File: src/hdl/ihex_pkg.sv
`timescale 1ns / 1ps

package ihex_pkg;

  // Record parsing phases
  typedef enum logic [3:0] {
    PH_START = 4'd0,
    PH_COUNT = 4'd1,
    PH_ADDR  = 4'd2,
    PH_TYPE  = 4'd3,
    PH_DATA  = 4'd4,
    PH_SUM   = 4'd5,
    PH_EOL   = 4'd6
  } phase_e;

  // Result kinds
  typedef enum logic [1:0] {
    KIND_DATA  = 2'd0,
    KIND_DONE  = 2'd1,
    KIND_ERROR = 2'd2
  } kind_e;

  localparam logic [7:0] CHAR_COLON = 8'h3A;
  localparam logic [7:0] CHAR_ZERO  = 8'h30;
  localparam logic [7:0] CHAR_UPPER = 8'h41;
  localparam logic [7:0] CHAR_LOWER = 8'h61;
  localparam logic [7:0] HEX_TEN    = 8'd10;
  localparam logic [7:0] REC_EOF    = 8'h01;

  // One result beat
  typedef struct packed {
    kind_e       kind;
    logic [16:0] offset;
    logic [7:0]  value;
  } out_beat_t;

  // Hex digit decode; anything that is not a hex digit reads as zero
  function automatic logic [3:0] nibble_of(input logic [7:0] c);
    logic [7:0] v;
    begin
      v = 8'd0;
      if (c inside {[8'h30:8'h39]}) begin
        v = c - CHAR_ZERO;
      end else if (c inside {[8'h41:8'h46]}) begin
        v = c - CHAR_UPPER + HEX_TEN;
      end else if (c inside {[8'h61:8'h66]}) begin
        v = c - CHAR_LOWER + HEX_TEN;
      end
      return v[3:0];
    end
  endfunction

endpackage

File: src/hdl/ihex_out_buf.sv
`timescale 1ns / 1ps

// Two-entry output stage: a main register plus a skid register so the
// upstream stall comes from a flop only.
module ihex_out_buf (
  input  logic                  clk_i,
  input  logic                  rst_ni,
  input  logic                  push_i,
  input  ihex_pkg::out_beat_t   push_beat_i,
  output logic                  full_o,
  output logic                  out_valid_o,
  input  logic                  out_stall_i,
  output ihex_pkg::out_beat_t   out_beat_o
);

  logic                main_valid_q, main_valid_d;
  logic                skid_valid_q, skid_valid_d;
  ihex_pkg::out_beat_t main_q, main_d;
  ihex_pkg::out_beat_t skid_q, skid_d;
  logic                pop;

  assign pop = main_valid_q && !out_stall_i;

  // Next-state for both entries
  always_comb begin
    main_valid_d = main_valid_q;
    skid_valid_d = skid_valid_q;
    main_d       = main_q;
    skid_d       = skid_q;
    if (pop) begin
      if (skid_valid_q) begin
        main_d       = skid_q;
        skid_valid_d = 1'b0;
      end else begin
        main_valid_d = push_i;
        main_d       = push_beat_i;
      end
    end else if (!main_valid_q) begin
      main_valid_d = push_i;
      main_d       = push_beat_i;
    end else if (push_i) begin
      skid_valid_d = 1'b1;
      skid_d       = push_beat_i;
    end
  end

  always_ff @(posedge clk_i or negedge rst_ni) begin
    if (!rst_ni) begin
      main_valid_q <= 1'b0;
      skid_valid_q <= 1'b0;
    end else begin
      main_valid_q <= main_valid_d;
      skid_valid_q <= skid_valid_d;
    end
  end

  // Payload, no reset
  always_ff @(posedge clk_i) begin
    main_q <= main_d;
    skid_q <= skid_d;
  end

  assign full_o      = skid_valid_q;
  assign out_valid_o = main_valid_q;
  assign out_beat_o  = main_q;

`ifndef SYNTHESIS
  a_skid_implies_main: assert property (@(posedge clk_i) disable iff (!rst_ni)
    skid_valid_q |-> main_valid_q)
    else $error("skid entry held without main entry");

  a_no_push_when_full: assert property (@(posedge clk_i) disable iff (!rst_ni)
    skid_valid_q |-> !push_i)
    else $error("push into full output stage");

  a_skid_drains: assert property (@(posedge clk_i) disable iff (!rst_ni)
    (skid_valid_q && !out_stall_i) |=> (main_valid_q && !skid_valid_q))
    else $error("skid entry not moved to main register");
`endif

endmodule

File: src/hdl/intel_hex_record_parser.sv
`timescale 1ns / 1ps

// Channel  | valid        | stall        | payload
// ---------+--------------+--------------+----------------------------------
// input    | in_valid_i   | in_stall_o   | ascii_char_i
// output   | out_valid_o  | out_stall_i  | kind_o, byte_offset_o, byte_value_o
// config   | start_address_we_i (no stall) | start_address_i
//
// One character per cycle while in_stall_o is low; each beat is decoded and
// the record fields are updated in the cycle it is accepted; any result is
// registered in the output stage. in_stall_o rises only when both output entries
// are full. Reset clears all parser state and start_address to zero. After a done
// or start-code error result the parser drops all characters until reset.
module intel_hex_record_parser (
  input  logic        clk_i,
  input  logic        rst_ni,
  input  logic        start_address_we_i,
  input  logic [15:0] start_address_i,
  input  logic        in_valid_i,
  output logic        in_stall_o,
  input  logic [7:0]  ascii_char_i,
  output logic        out_valid_o,
  input  logic        out_stall_i,
  output logic [1:0]  kind_o,
  output logic [16:0] byte_offset_o,
  output logic [7:0]  byte_value_o
);

  logic [15:0]      start_q;
  ihex_pkg::phase_e phase_q, phase_d;
  logic [2:0]       digit_q, digit_d;
  logic [7:0]       len_q, len_d;
  logic [15:0]      addr_q, addr_d;
  logic [7:0]       rtype_q, rtype_d;
  logic [3:0]       high_q, high_d;
  logic [7:0]       idx_q, idx_d;
  logic             halted_q, halted_d;

  logic                accept;
  logic                buf_full;
  logic [3:0]          nib;
  logic [7:0]          idx_next;
  logic [16:0]         offset;
  logic                res_valid;
  ihex_pkg::out_beat_t res_beat;
  ihex_pkg::out_beat_t out_beat;

  assign in_stall_o = buf_full;
  assign accept     = in_valid_i && !buf_full;
  assign nib        = ihex_pkg::nibble_of(ascii_char_i);
  assign idx_next   = idx_q + 8'd1;
  assign offset     = {1'b0, addr_q} - {1'b0, start_q} + {9'd0, idx_q};

  // Config register
  always_ff @(posedge clk_i or negedge rst_ni) begin
    if (!rst_ni) begin
      start_q <= 16'd0;
    end else if (start_address_we_i) begin
      start_q <= start_address_i;
    end
  end

  // Character decode and record field update
  always_comb begin
    phase_d   = phase_q;
    digit_d   = digit_q;
    len_d     = len_q;
    addr_d    = addr_q;
    rtype_d   = rtype_q;
    high_d    = high_q;
    idx_d     = idx_q;
    halted_d  = halted_q;
    res_valid = 1'b0;
    res_beat  = '{kind: ihex_pkg::KIND_DATA, offset: 17'd0, value: 8'd0};
    if (accept && !halted_q) begin
      case (phase_q)
        ihex_pkg::PH_COUNT: begin
          len_d = {len_q[3:0], nib};
          if (digit_q == 3'd1) begin
            digit_d = 3'd0;
            addr_d  = 16'd0;
            phase_d = ihex_pkg::PH_ADDR;
          end else begin
            digit_d = digit_q + 3'd1;
          end
        end
        ihex_pkg::PH_ADDR: begin
          addr_d = {addr_q[11:0], nib};
          if (digit_q == 3'd3) begin
            digit_d = 3'd0;
            rtype_d = 8'd0;
            phase_d = ihex_pkg::PH_TYPE;
          end else begin
            digit_d = digit_q + 3'd1;
          end
        end
        ihex_pkg::PH_TYPE: begin
          rtype_d = {rtype_q[3:0], nib};
          if (digit_q == 3'd1) begin
            digit_d = 3'd0;
            idx_d   = 8'd0;
            phase_d = (len_q == 8'd0) ? ihex_pkg::PH_SUM : ihex_pkg::PH_DATA;
          end else begin
            digit_d = digit_q + 3'd1;
          end
        end
        ihex_pkg::PH_DATA: begin
          if (digit_q == 3'd0) begin
            high_d  = nib;
            digit_d = 3'd1;
          end else begin
            digit_d = 3'd0;
            idx_d   = idx_next;
            if (idx_next == len_q || idx_next == 8'd0) begin
              phase_d = ihex_pkg::PH_SUM;
            end
            // keep only records at or above the start address
            if (addr_q >= start_q) begin
              res_valid = 1'b1;
              res_beat  = '{kind: ihex_pkg::KIND_DATA, offset: offset,
                            value: {high_q, nib}};
            end
          end
        end
        ihex_pkg::PH_SUM: begin
          if (digit_q == 3'd1) begin
            digit_d = 3'd0;
            phase_d = ihex_pkg::PH_EOL;
            // end-of-file record: empty or type 1
            if (len_q == 8'd0 || rtype_q == ihex_pkg::REC_EOF) begin
              halted_d  = 1'b1;
              phase_d   = ihex_pkg::PH_START;
              res_valid = 1'b1;
              res_beat  = '{kind: ihex_pkg::KIND_DONE, offset: 17'd0, value: 8'd0};
            end
          end else begin
            digit_d = digit_q + 3'd1;
          end
        end
        ihex_pkg::PH_EOL: begin
          if (digit_q == 3'd1) begin
            digit_d = 3'd0;
            phase_d = ihex_pkg::PH_START;
          end else begin
            digit_d = digit_q + 3'd1;
          end
        end
        default: begin
          if (ascii_char_i != ihex_pkg::CHAR_COLON) begin
            halted_d  = 1'b1;
            res_valid = 1'b1;
            res_beat  = '{kind: ihex_pkg::KIND_ERROR, offset: 17'd0, value: 8'd0};
          end else begin
            digit_d = 3'd0;
            len_d   = 8'd0;
            phase_d = ihex_pkg::PH_COUNT;
          end
        end
      endcase
    end
  end

  always_ff @(posedge clk_i or negedge rst_ni) begin
    if (!rst_ni) begin
      phase_q  <= ihex_pkg::PH_START;
      digit_q  <= 3'd0;
      len_q    <= 8'd0;
      addr_q   <= 16'd0;
      rtype_q  <= 8'd0;
      high_q   <= 4'd0;
      idx_q    <= 8'd0;
      halted_q <= 1'b0;
    end else begin
      phase_q  <= phase_d;
      digit_q  <= digit_d;
      len_q    <= len_d;
      addr_q   <= addr_d;
      rtype_q  <= rtype_d;
      high_q   <= high_d;
      idx_q    <= idx_d;
      halted_q <= halted_d;
    end
  end

  // Result register with skid entry
  ihex_out_buf u_out_buf (
    .clk_i       (clk_i),
    .rst_ni      (rst_ni),
    .push_i      (res_valid),
    .push_beat_i (res_beat),
    .full_o      (buf_full),
    .out_valid_o (out_valid_o),
    .out_stall_i (out_stall_i),
    .out_beat_o  (out_beat)
  );

  assign kind_o        = out_beat.kind;
  assign byte_offset_o = out_beat.offset;
  assign byte_value_o  = out_beat.value;

`ifndef SYNTHESIS
  a_halt_sticks: assert property (@(posedge clk_i) disable iff (!rst_ni)
    halted_q |=> halted_q)
    else $error("halt released without reset");

  a_no_result_when_halted: assert property (@(posedge clk_i) disable iff (!rst_ni)
    halted_q |-> !res_valid)
    else $error("result produced while halted");

  a_halt_has_status: assert property (@(posedge clk_i) disable iff (!rst_ni)
    (!halted_q && halted_d) |-> (res_valid && res_beat.kind != ihex_pkg::KIND_DATA))
    else $error("halt entered without status result");
`endif

endmodule

File: config.mk
export PLATFORM = sky130hd
export DESIGN_NAME = intel_hex_record_parser
export DESIGN_NICKNAME = d
export VERILOG_FILES = /design/src/hdl/ihex_pkg.sv /design/src/hdl/ihex_out_buf.sv /design/src/hdl/intel_hex_record_parser.sv
export SDC_FILE = /design/constraint.sdc
export NUM_CORES = 1
export LEC_CHECK = 0
export BUFFER_PORTS_ARGS = -buffer_cell sky130_fd_sc_hd__buf_2
export CAP_MARGIN = 30
export CELL_PAD_IN_SITES_DETAIL_PLACEMENT = 1
export CELL_PAD_IN_SITES_GLOBAL_PLACEMENT = 1
export CORE_ASPECT_RATIO = 1.4
export CORE_MARGIN = 3
export CORE_UTILIZATION = 35
export CTS_BUF_LIST = sky130_fd_sc_hd__clkbuf_4
export CTS_CLUSTER_DIAMETER = 200
export DETAILED_ROUTE_END_ITERATION = 12
export GPL_TIMING_DRIVEN = 0
export PLACE_DENSITY = 0.66
export SYNTH_ARGS = -nofsm -noshare
export SYNTH_HDL_FRONTEND = slang
export SYNTH_SLANG_ARGS = --single-unit
File: constraint.sdc
create_clock -name clk_i -period 10.55 [get_ports clk_i]
set_input_delay 0.5275 -clock clk_i [delete_from_list [all_inputs] [get_ports clk_i]]
set_output_delay 0.5275 -clock clk_i [all_outputs]
set_load 0.03 [all_outputs]
==> out/metrics.cfg, run 1 <==
[worst_setup_path]
crit_path_top_delay_cell = o31ai_1
worstPathBufferInverterCount = 3
cp_max_fo = 17
cpPeakStageDelay_ps = 630
crit_type = reg -> reg
crit_family = compound AO/OA/AOI/OAI gates
crit_top_cell = nand2_1
critPathRequiredTime_ps = 10780
setup.worst_path.end_class = flip-flop
cp-start-kind = flip-flop
crit_chain = inv_1 -> ha_1 -> nand2_1 -> o21ai_0 -> a211oi_1 -> o31ai_1 -> nand2_1 -> clkbuf_1 -> a21oi_2 -> buf_8
worstPathArrival_ps = 3810

[timing]
fin_hold_ws_ps = 207.6
min_period_ps = 3580
finalSetupViolCount = 0
max_slew_margin = 0.4914
min_period_over_period = 0.3393
final_max_slew_viol_count = 0
fmax_mhz = 279.4
rsz0062_at_grt = no
tightest_slew_ps = 741.7
fin_tns_setup_ps = 0
clock_skew_ps = 26.34
worst_slack_ps = 6970
hold_viol_final = 0

[yosys]
yosys.area_share.adder = 0.1129
yosysWarnings = 0
synth-simple-area-share = 0.1447
synth_edf_count = 54
synth_top_area_cell = dfrtp_1
synth-xor-area-share = 0.02502
ys_types = 63
yosysSeqAreaShare = 0.4782
synth_compound_area_frac = 0.1766
muxShareOfSynthArea = 0.01483
syn_avg_cell_area_um2 = 10.10
synth_top_family_by_area = compound AO/OA/AOI/OAI gates
synthTopCellsByArea = dfrtp_1 (25%), edfxtp_1 (23%), ha_1 (7.9%)
ys.flop_type = dfrtp_1
synth_area_mm2 = 0.007002
postSynthCellCount = 693
async_reset_ff_frac = 0.5610
synth_top_area_frac = 0.2466
ys_ff_latch = 123
syn-num-nets = 778

[status]
status = complete, no violations

[die]
start_util = 0.3601
fp.dieH_um = 173.4
rows = 60
die_x_um = 125.5
core_area_mm2 = 0.01944
io-pin-count = 58
die_area_mm2 = 0.02176

[final_layout]
mostFrequentLayoutCell = o21ai_0
fin_area_mm2 = 0.007966
ff_latch_area_mm2 = 0.003348
mostFrequentLayoutCells = o21ai_0 (77), nand2_1 (71), dfrtp_1 (69)
final_nets = 858
multi_input_area_mm2 = 0.003323
area_growth_pct = 13.78
fillers = 2242
drive_above_1_share = 0.1323

[power_and_ir_drop]
peakVddDrop_mv = 0.05353
p_total_uw = 1093
leakagePower_uw = 0.003637
power_density_mw_per_mm2 = 137.2

[place]
dp_slack_ps = 6925
gp_congestion = 0.8509
portBuffers = 57
dp_hpwl_mm = 14.13
dpl-instance-area_mm2 = 0.007674

[route]
highest_layer = met4
ant_nets = 0
viasPerCell = 5.186
dr.pass1.iters = 4
vias = 5367
totalWireLength_mm = 17.84
met1Wirelength_mm = 7.911
drc = 0
route.met2.wl_mm = 9.341
wl_met3_um = 407
drt_iter0_markers = 246
routedWlPerCell_um = 17.24

[clocking]
cts_buffer_depth = 2
cts_tree = done
htreeDepth = 4
clkTransAtPathRegs_ps = 120
clk_latency_ps = 530
cts-buffers-inserted = 17
cts_sinks = 123
root_buffer = clkbuf_4
cts.repair.resized = 0

[grt]
grt_usage = 0.1682
grt_pass1_wl_mm = 29.98
grt_max_degree = 52
grt_overflow = 0
grt_pass1_vias = 5866
antenna_found_initial = 1

[job]
drv_cap = 0

[worst_hold_path]
min_path_type = in -> reg

-- registers in the layout, summed over array words and instances, names as in the netlist, 4 cells and up --
| register | count |
|---|---|
| addr_q | 16 |
| idx_q | 8 |
| high_q | 4 |
| u_out_buf.out_beat_o | 27 |
| start_q | 16 |
| len_q | 8 |
| rtype_q | 8 |
| u_out_buf.skid_q | 27 |
-- worst reg2reg max path, delay by kind of cell (launching register included) --
family,cells,cell delay [ps]
adder cells (fa/ha/maj),1,310
flip-flops,1,390
AO/OA/AOI/OAI,4,1540
buffers and inverters,3,680
AND/OR/NAND/NOR,2,360
-- through the flow --
stage,cells,util
2_1_floorplan,693,-
3_3_place_gp,998,0.3907
3_5_place_dp,1001,0.3947
4_1_cts,1034,0.4096
5_1_grt,1035,0.4097
6_report,1035,0.4097
-- Yosys cell counts (all sizes together) (14+ instances only) --
| master | count |
|---|---|
| o21ai | 80 |
| edfxtp | 54 |
| ha | 44 |
| and3 | 14 |
| nand2 | 71 |
| dfrtp | 69 |
| xnor2 | 14 |
| nor2 | 48 |
| a21o | 14 |
| inv | 67 |
| a22o | 19 |
| a21oi | 26 |
| clkbuf | 18 |
-- worst paths after layout --
path                                     from                     to  slack [ps]  depth (start not counted)
setup / recovery                   start_q[2]   u_out_buf.skid_q[16]        6970                         10
hold / removal             start_address_i[7]             start_q[7]         210                          3
setup reg to reg                   start_q[2]   u_out_buf.skid_q[16]        6970                         10
hold reg to reg                     high_q[1]              high_q[1]         500                          2
max in group asynchronous              rst_ni               idx_q[4]        9550                          3
min in group asynchronous              rst_ni  u_out_buf.out_valid_o         420                          2
-- layout make-up --
| cell class | instances | share of cell area |
|---|---|---|
| Buffer | 21 | 0.01037 |
| Tap cell | 248 | 0.03895 |
| Timing Repair Buffer | 61 | 0.04618 |
| Clock buffer | 18 | 0.01696 |
| Antenna cell | 1 | 0.0003141 |
| Clock inverter | 14 | 0.01822 |
| Multi-Input combinational cell | 482 | 0.4172 |
| Sequential cell | 123 | 0.4203 |
| Inverter | 67 | 0.03157 |
-- kinds of logic (layout without fill, tap and decap cells) --
family                   after synthesis  in the layout
AND/OR/NAND/NOR                      207            207
multiplexers                          10             10
flip-flops                           123            123
buffers and inverters                 88            181
adder cells (fa/ha/maj)               56             56
XOR/XNOR                              20             20
AO/OA/AOI/OAI                        189            189
other                                  0              1
-- power breakdown --
| part | internal, uW | switching [uW] | leakage (uW) |
|---|---|---|---|
| registers | 519 | 13.7 | 0.00144 |
| clock network | 144 | 199 | 0.000155 |
| logic | 79.2 | 139 | 0.00204 |
-- layer usage --
layer | vias up | global-route usage
li1 | 2630 | -
met1 | 2644 | 0.2074
met2 | 77 | 0.3065
met3 | 16 | 0.02312
met4 | 0 | 0.04476
met5 | - | 0
-- what timing repair did --
action	in CTS	in global routing
hold buffers	1	0
setup buffers	0	0
hold endpoints to repair	18	0
endpoints found under the setup margin	0	0
No activity file was read; power rests on OpenSTA's default activity.
==> inputs of run 2 (changes only) <==
--- a/config.mk
+++ b/config.mk
@@ -5,6 +5,7 @@
 export SDC_FILE = /design/constraint.sdc
 export NUM_CORES = 1
 export LEC_CHECK = 0
+export ABC_AREA = 1
 export BUFFER_PORTS_ARGS = -buffer_cell sky130_fd_sc_hd__buf_2
 export CAP_MARGIN = 30
 export CELL_PAD_IN_SITES_DETAIL_PLACEMENT = 1
@@ -16,7 +17,7 @@
 export CTS_CLUSTER_DIAMETER = 200
 export DETAILED_ROUTE_END_ITERATION = 12
 export GPL_TIMING_DRIVEN = 0
-export PLACE_DENSITY = 0.66
+export PLACE_DENSITY = 0.68
 export SYNTH_ARGS = -nofsm -noshare
 export SYNTH_HDL_FRONTEND = slang
 export SYNTH_SLANG_ARGS = --single-unit
==> constraint.sdc (replaced) <==
create_clock -name clk_i -period 3.47 [get_ports clk_i]
set_input_delay 0.1735 -clock clk_i [delete_from_list [all_inputs] [get_ports clk_i]]
set_output_delay 0.1735 -clock clk_i [all_outputs]
set_load 0.03 [all_outputs]
==> run 2 against run 1 <==
Compared with the run above: combinational power up 84%; die area decreased by 0.53%; register-to-register slack got worse by 6500 ps; final cell count is 11% higher; count of clock-buffer cells in the layout unchanged; critical path type unchanged; design area increased by 1.4%; largest cell class unchanged; worst setup slack worse by 6500 ps; first-iteration DRC count up 17%; sequential power rose to 2.9 times the previous value.
==> out/metrics.cfg, run 2 <==
[power_and_ir_drop]
leakagePower_uw = 0.003818  ; +5.0%
power_density_mw_per_mm2 = 358.5  ; +160%
peakVddDrop_mv = 0.1526  ; +190%

[timing]
fmax_mhz = 337.5  ; +21%
rsz0062_at_grt = no
hold_viol_final = 0  ; unchanged
min_period_ps = 2963  ; -616.5 ps
min_period_over_period = 0.8539  ; +0.5146
fin_tns_setup_ps = 0  ; unchanged
clock_skew_ps = 23.62  ; -2.723 ps
fin_hold_ws_ps = 62.97  ; -144.6 ps
tightest_slew_ps = 700.3  ; -41.41 ps
max_slew_margin = 0.5300  ; +0.03862
finalSetupViolCount = 0  ; unchanged
final_max_slew_viol_count = 0  ; unchanged

[yosys]
synthTopCellsByArea = dfrtp_1 (25%), edfxtp_1 (23%), nand2_1 (9.4%)
synth_top_area_frac = 0.2480  ; +0.001374
ys_ff_latch = 123  ; unchanged
synth_edf_count = 54  ; unchanged
synth_area_mm2 = 0.006963  ; -0.55%
netlist_top_cells_count = nand2_1 (174), inv_1 (109), o21ai_0 (76)
yosysMostFrequentCell = nand2_1
postSynthCellCount = 785  ; +13%
async_reset_ff_frac = 0.5610  ; unchanged
synth_top_area_cell = dfrtp_1
syn_avg_cell_area_um2 = 8.870  ; -12%
ys_types = 44  ; -30%
yosysSeqAreaShare = 0.4809  ; +0.002664
ys.flop_type = dfrtp_1
syn-num-nets = 870  ; +12%
yosysWarnings = 0  ; unchanged

[route]
routedWlPerCell_um = 16.33  ; -5.3%
vias = 5650  ; +5.3%
totalWireLength_mm = 18.70  ; +4.8%
drt_iter0_markers = 288  ; +17%
dr.pass1.iters = 4  ; unchanged
drc = 0  ; unchanged
viasPerCell = 4.934  ; -4.8%
ant_nets = 0  ; unchanged

[clocking]
clk_latency_ps = 550  ; +20 ps
cts_hold_buf = 19  ; +18
cts_sinks = 123  ; unchanged
cts_tree = done
cts-buffers-inserted = 17  ; unchanged
cts_setup_buffers = 0  ; unchanged
root_buffer = clkbuf_4
clkTransAtPathRegs_ps = 120  ; about the same
cts.repair.resized = 0  ; unchanged
cts_buffer_depth = 2  ; unchanged
htreeDepth = 4  ; unchanged

[worst_setup_path]
crit_cells = 11  ; +1
r2r_end = u_out_buf.out_beat_o[19]
crit_chain = inv_1 -> fa_1 -> inv_1 -> ha_1 -> a21oi_1 -> nand2_1 -> nand2_1 -> nand3_1 -> a21oi_1 -> xor2_1 -> o21ai_0
cpPeakStageDelay_ps = 500  ; -130 ps
worstPathArrival_ps = 3260  ; -550 ps
crit_path_top_delay_cell = fa_1
r2r_slack_ps = 510  ; -6460 ps
endpoint = u_out_buf.out_beat_o[19]
rr_worst_depth = 11  ; +1
crit_family = adder cells
critPathRequiredTime_ps = 3760  ; -7020 ps
cp-start-kind = flip-flop
cp_max_fo = 6  ; -11
setup.worst_path.end_class = flip-flop
worstPathBufferInverterCount = 2  ; -1
r2r_start = idx_q[2]
crit_start = idx_q[2]
crit_type = reg -> reg

[grt]
grt_overflow = 0  ; unchanged
grt_usage = 0.1776  ; +0.009340
grt_pass1_vias = 6097  ; +3.9%
antenna_found_initial = 1  ; unchanged
grt_pass1_wl_mm = 30.30  ; +1.1%
grt_max_degree = 50  ; -3.8%

[final_layout]
final_util = 0.4172  ; +0.007466
final_nets = 968  ; +13%
fillers = 2318  ; +3.4%
drive_above_1_share = 0.1406  ; +0.008309
layout.cells.non_filler = 1145  ; +11%
mostFrequentLayoutCells = nand2_1 (174), inv_1 (109), o21ai_0 (76)
fin_area_mm2 = 0.008080  ; +1.4%
area_growth_pct = 16.05
ff_latch_area_mm2 = 0.003348  ; unchanged
multi_input_area_mm2 = 0.003102  ; -6.7%
mostFrequentLayoutCell = nand2_1

[place]
dpl-instance-area_mm2 = 0.007631  ; -0.55%
gp_congestion = 0.8264  ; -2.9%
place_inst = 1093  ; +9.2%
dp_hpwl_mm = 14.65  ; +3.7%
portBuffers = 57  ; unchanged

[die]
fp.dieH_um = 172.9  ; -0.27%
start_util = 0.3595  ; -0.0006068
rows = 60  ; unchanged
die_x_um = 125.2  ; -0.26%
core_area_mm2 = 0.01937  ; -0.39%
die_area_mm2 = 0.02165  ; -0.53%
io-pin-count = 58  ; unchanged

[status]
status = complete, no violations

[worst_hold_path]
min_path_type = in -> async

[job]
drv_cap = 0  ; unchanged

## run 2: cell count changes after synthesis, moves of 7 or more
cell      before  now
clkbuf_1      18    9
nand2_1       71  174
a22o_1        19    0
nor2b_1        7    0
inv_1         67  109
a21o_1        14    0
nand3_1       12   38
nand2b_1       9    0
nor3_1        12    3
and3_1        14    1
xnor2_1       14    7
o22ai_1        2   33
nor2_1        48   66
inv_2          0    9
## run 2: per-layer routing
metal | wire length (um) | part of all wire | global-route usage | up-vias
met5 | 0 | 0 | 0 | -
met4 | 248 | 0.013 | 0.04792 | 0
met3 | 363 | 0.019 | 0.02967 | 18
met2 | 11000 | 0.59 | 0.3665 | 62
met1 | 7085 | 0.38 | 0.1780 | 2768
li1 | - | - | - | 2802
## run 2: worst min path at each step
stage	start	end	slack, ps	cells past startpoint
3_5_place_dp	rst_ni	len_q[7]	110	1
4_1_cts	rst_ni	len_q[0]	9	2
2_1_floorplan	rst_ni	addr_q[0]	-120	0
3_3_place_gp	start_address_i[6]	start_q[6]	380	3
6_report	rst_ni	len_q[0]	60	2
5_1_grt	rst_ni	digit_q[2]	50	2
## run 2: cell type report
cell class / count / share of cell area
antenna: 1 / 0.0003097
inverter: 119 / 0.05528
tap: 248 / 0.03840
clock inverter: 14 / 0.01502
clock buffer: 18 / 0.01672
multi-input combinational: 530 / 0.3839
sequential: 123 / 0.4144
buffer: 13 / 0.008207
timing repair buffer: 79 / 0.06782
## run 2: cells by family after synthesis
| family | count (synthesis) | share of synthesized area |
|---|---|---|
| buffers and inverters | 132 | 0.07367 |
| adder cells (fa/ha/maj) | 56 | 0.1136 |
| multiplexers | 2 | 0.003055 |
| flip-flops | 123 | 0.4809 |
| AND/OR/NAND/NOR | 313 | 0.1955 |
| AO/OA/AOI/OAI | 148 | 0.1195 |
| XOR/XNOR | 11 | 0.01384 |
## run 2: per-stage QoR
stage,total power (uW),worst slack [ps]
3_3_place_gp,1953,346.0
3_5_place_dp,1963,534.6
4_1_cts,2948,509.8
6_report,2897,507.0
2_1_floorplan,1816,910.9
5_1_grt,3058,305.0
## run 2: report_power, final
group	switching (uW)	leakage [uW]	internal [uW]
registers	14.1	0.00124	1530
logic	251	0.00244	151
clock network	593	0.000130	363
==> inputs of run 3 (changes only) <==
--- a/config.mk
+++ b/config.mk
@@ -5,7 +5,6 @@
 export SDC_FILE = /design/constraint.sdc
 export NUM_CORES = 1
 export LEC_CHECK = 0
-export ABC_AREA = 1
 export BUFFER_PORTS_ARGS = -buffer_cell sky130_fd_sc_hd__buf_2
 export CAP_MARGIN = 30
 export CELL_PAD_IN_SITES_DETAIL_PLACEMENT = 1
@@ -17,7 +16,7 @@
 export CTS_CLUSTER_DIAMETER = 200
 export DETAILED_ROUTE_END_ITERATION = 12
 export GPL_TIMING_DRIVEN = 0
-export PLACE_DENSITY = 0.68
+export PLACE_DENSITY = 0.66
 export SYNTH_ARGS = -nofsm -noshare
 export SYNTH_HDL_FRONTEND = slang
 export SYNTH_SLANG_ARGS = --single-unit
==> run 3 against run 2 <==
Compared with the run above: critical path depth unchanged; global-route usage shrank 0.84 points; first-iteration DRC count fell by 26%; design area is 1.1% higher; maximum frequency shrank 9.9%; critical endpoint is now u_out_buf.out_beat_o[24].
==> out/metrics.cfg, run 3 (synthesis gave the netlist of run 1 again) <==
[status]
status = complete, no violations

[timing]
min_period_over_period = 0.9479  ; +0.09399
min_period_ps = 3289  ; +326.1 ps
tightest_slew_ps = 747.4  ; +47.08 ps
final_max_slew_viol_count = 0  ; unchanged
fin_hold_ws_ps = 59.46  ; -3.514 ps
max_slew_margin = 0.4875  ; -0.04251
clock_skew_ps = 25.08  ; +1.468 ps
rsz0062_at_grt = no
hold_viol_final = 0  ; unchanged
fmax_mhz = 304.0  ; -9.9%
finalSetupViolCount = 0  ; unchanged

[final_layout]
drive_above_1_share = 0.1318  ; -0.008784
ff_latch_area_mm2 = 0.003349  ; about the same
final_util = 0.4200  ; +0.002830
multi_input_area_mm2 = 0.003342  ; +7.7%
fillers = 2231  ; -3.8%
mostFrequentLayoutCells = o21ai_0 (77), nand2_1 (71), dfrtp_1 (68)
mostFrequentLayoutCell = o21ai_0
final_nets = 876  ; -9.5%
layout.cells.non_filler = 1053  ; -8.0%
area_growth_pct = 16.64

[clocking]
root_buffer = clkbuf_4
cts-buffers-inserted = 17  ; unchanged
clk_latency_ps = 530  ; -20 ps
cts_tree = done
cts_setup_buffers = 0  ; unchanged
clkTransAtPathRegs_ps = 130  ; about the same
cts_sinks = 123  ; unchanged
htreeDepth = 4  ; unchanged
cts_buffer_depth = 2  ; unchanged

[die]
io-pin-count = 58  ; unchanged
fp.dieH_um = 173.4  ; +0.27%
rows = 60  ; unchanged
die_area_mm2 = 0.02176  ; +0.53%
core_area_mm2 = 0.01944  ; +0.39%
start_util = 0.3601  ; +0.0006068
die_x_um = 125.5  ; +0.26%

[worst_setup_path]
crit_chain = clkbuf_1 -> inv_1 -> fa_1 -> inv_1 -> ha_1 -> o21a_1 -> o31a_1 -> o31a_1 -> a22oi_1 -> mux2i_1 -> a32o_1
rr_worst_depth = 11  ; unchanged
cp_max_fo = 8  ; +2
critPathRequiredTime_ps = 3870  ; +110 ps
cpPeakStageDelay_ps = 540  ; +40 ps
crit_type = reg -> reg
cp-start-kind = flip-flop
worstPathArrival_ps = 3690  ; +430 ps
setup.worst_path.end_class = flip-flop
crit_path_top_delay_cell = fa_1

[place]
dp_hpwl_mm = 14.13  ; -3.6%
place_inst = 1001  ; -8.4%
portBuffers = 57  ; unchanged
gp_congestion = 0.8509  ; +3.0%

[power_and_ir_drop]
leakagePower_uw = 0.003712  ; -2.8%
internal-power_uw = 2271  ; +11%
switchingPower_uw = 1071  ; +25%
p_total_uw = 3342  ; +15%
netSwitchingFraction = 0.3205  ; +0.02437
power_density_mw_per_mm2 = 409.2  ; +14%
power_frac_seq = 0.484  ; -0.048
peakVddDrop_mv = 0.1643  ; +7.6%
pwr-share-comb = 0.204  ; +0.065
clkPwrFrac = 0.312  ; -0.018

[worst_hold_path]
min_path_type = in -> async

[grt]
grt_overflow = 0  ; unchanged
grt_usage = 0.1691  ; -0.008435
antenna_found_initial = 1  ; unchanged
grt_pass1_vias = 5929  ; -2.8%
grt_pass1_wl_mm = 30.17  ; -0.41%
grt_max_degree = 52  ; +4.0%

[route]
drt_iter0_markers = 214  ; -26%
totalWireLength_mm = 17.91  ; -4.2%
vias = 5431  ; -3.9%
drc = 0  ; unchanged
routedWlPerCell_um = 17.01  ; +4.2%
dr.pass1.iters = 4  ; unchanged
viasPerCell = 5.158  ; +4.5%
ant_nets = 0  ; unchanged

[job]
drv_cap = 0  ; unchanged

run 3: final cells by class:
class / count / area share
Antenna cell: 1 / 0.0003064
Clock buffer: 18 / 0.01655
Inverter: 67 / 0.03080
Multi-Input combinational cell: 482 / 0.4092
Tap cell: 248 / 0.03800
Timing Repair Buffer: 79 / 0.06711
Sequential cell: 123 / 0.4101
Clock inverter: 14 / 0.01777
Buffer: 21 / 0.01011
run 3: power groups by stage:
stage	combinational, uW	clock (uW)	sequential [uW]
2_1_floorplan	400	0	1690
5_1_grt	764	1130	1630
3_5_place_dp	664	0	1650
6_report	682	1040	1620
4_1_cts	686	1070	1620
3_3_place_gp	631	0	1650
run 3: worst max-delay path, delay by kind of cell (launching register included):
kind | cells | cell delay (ps)
flip-flops | 1 | 340
multiplexers | 1 | 330
AO/OA/AOI/OAI | 5 | 1150
adder cells (fa/ha/maj) | 2 | 880
buffers and inverters | 3 | 470
run 3: layer usage:
layer / share of wire / routed length, um / track usage
met5: 0 / 0 / 0
met4: 0.011 / 194 / 0.04476
met3: 0.023 / 414 / 0.02281
met2: 0.53 / 9411 / 0.3085
met1: 0.44 / 7895 / 0.2085
run 3: path summary, 6_finish.rpt:
path | from | endpoint | slack [ps]
max | idx_q[3] | u_out_buf.out_beat_o[24] | 180
min | rst_ni | u_out_buf.out_valid_o | 60
max reg2reg | idx_q[3] | u_out_buf.out_beat_o[24] | 180
min reg2reg | high_q[1] | high_q[1] | 500
max in group asynchronous | rst_ni | idx_q[4] | 2830
min in group clk_i | in_valid_i | idx_q[2] | 130
run 3: stage by stage:
| stage | area, um2 | TNS (ps) | worst slack (ps) |
|---|---|---|---|
| floorplan | 7002 | 0 | 50.04 |
| global placement | 7597 | -34000 | -1262 |
| detailed placement | 7674 | -2615 | -155.0 |
| CTS | 8152 | 0 | 8.513 |
| global route | 8167 | 0 | 15.39 |
| finish | 8167 | 0 | 180.8 |
run 3: repair_timing:
action | CTS | global route
endpoints found under the hold margin | 86 | 0
endpoints found under the setup margin | 17 | 20
hold buffers | 19 | 0
pin swaps | 0 | 1
resized for setup | 1 | 3
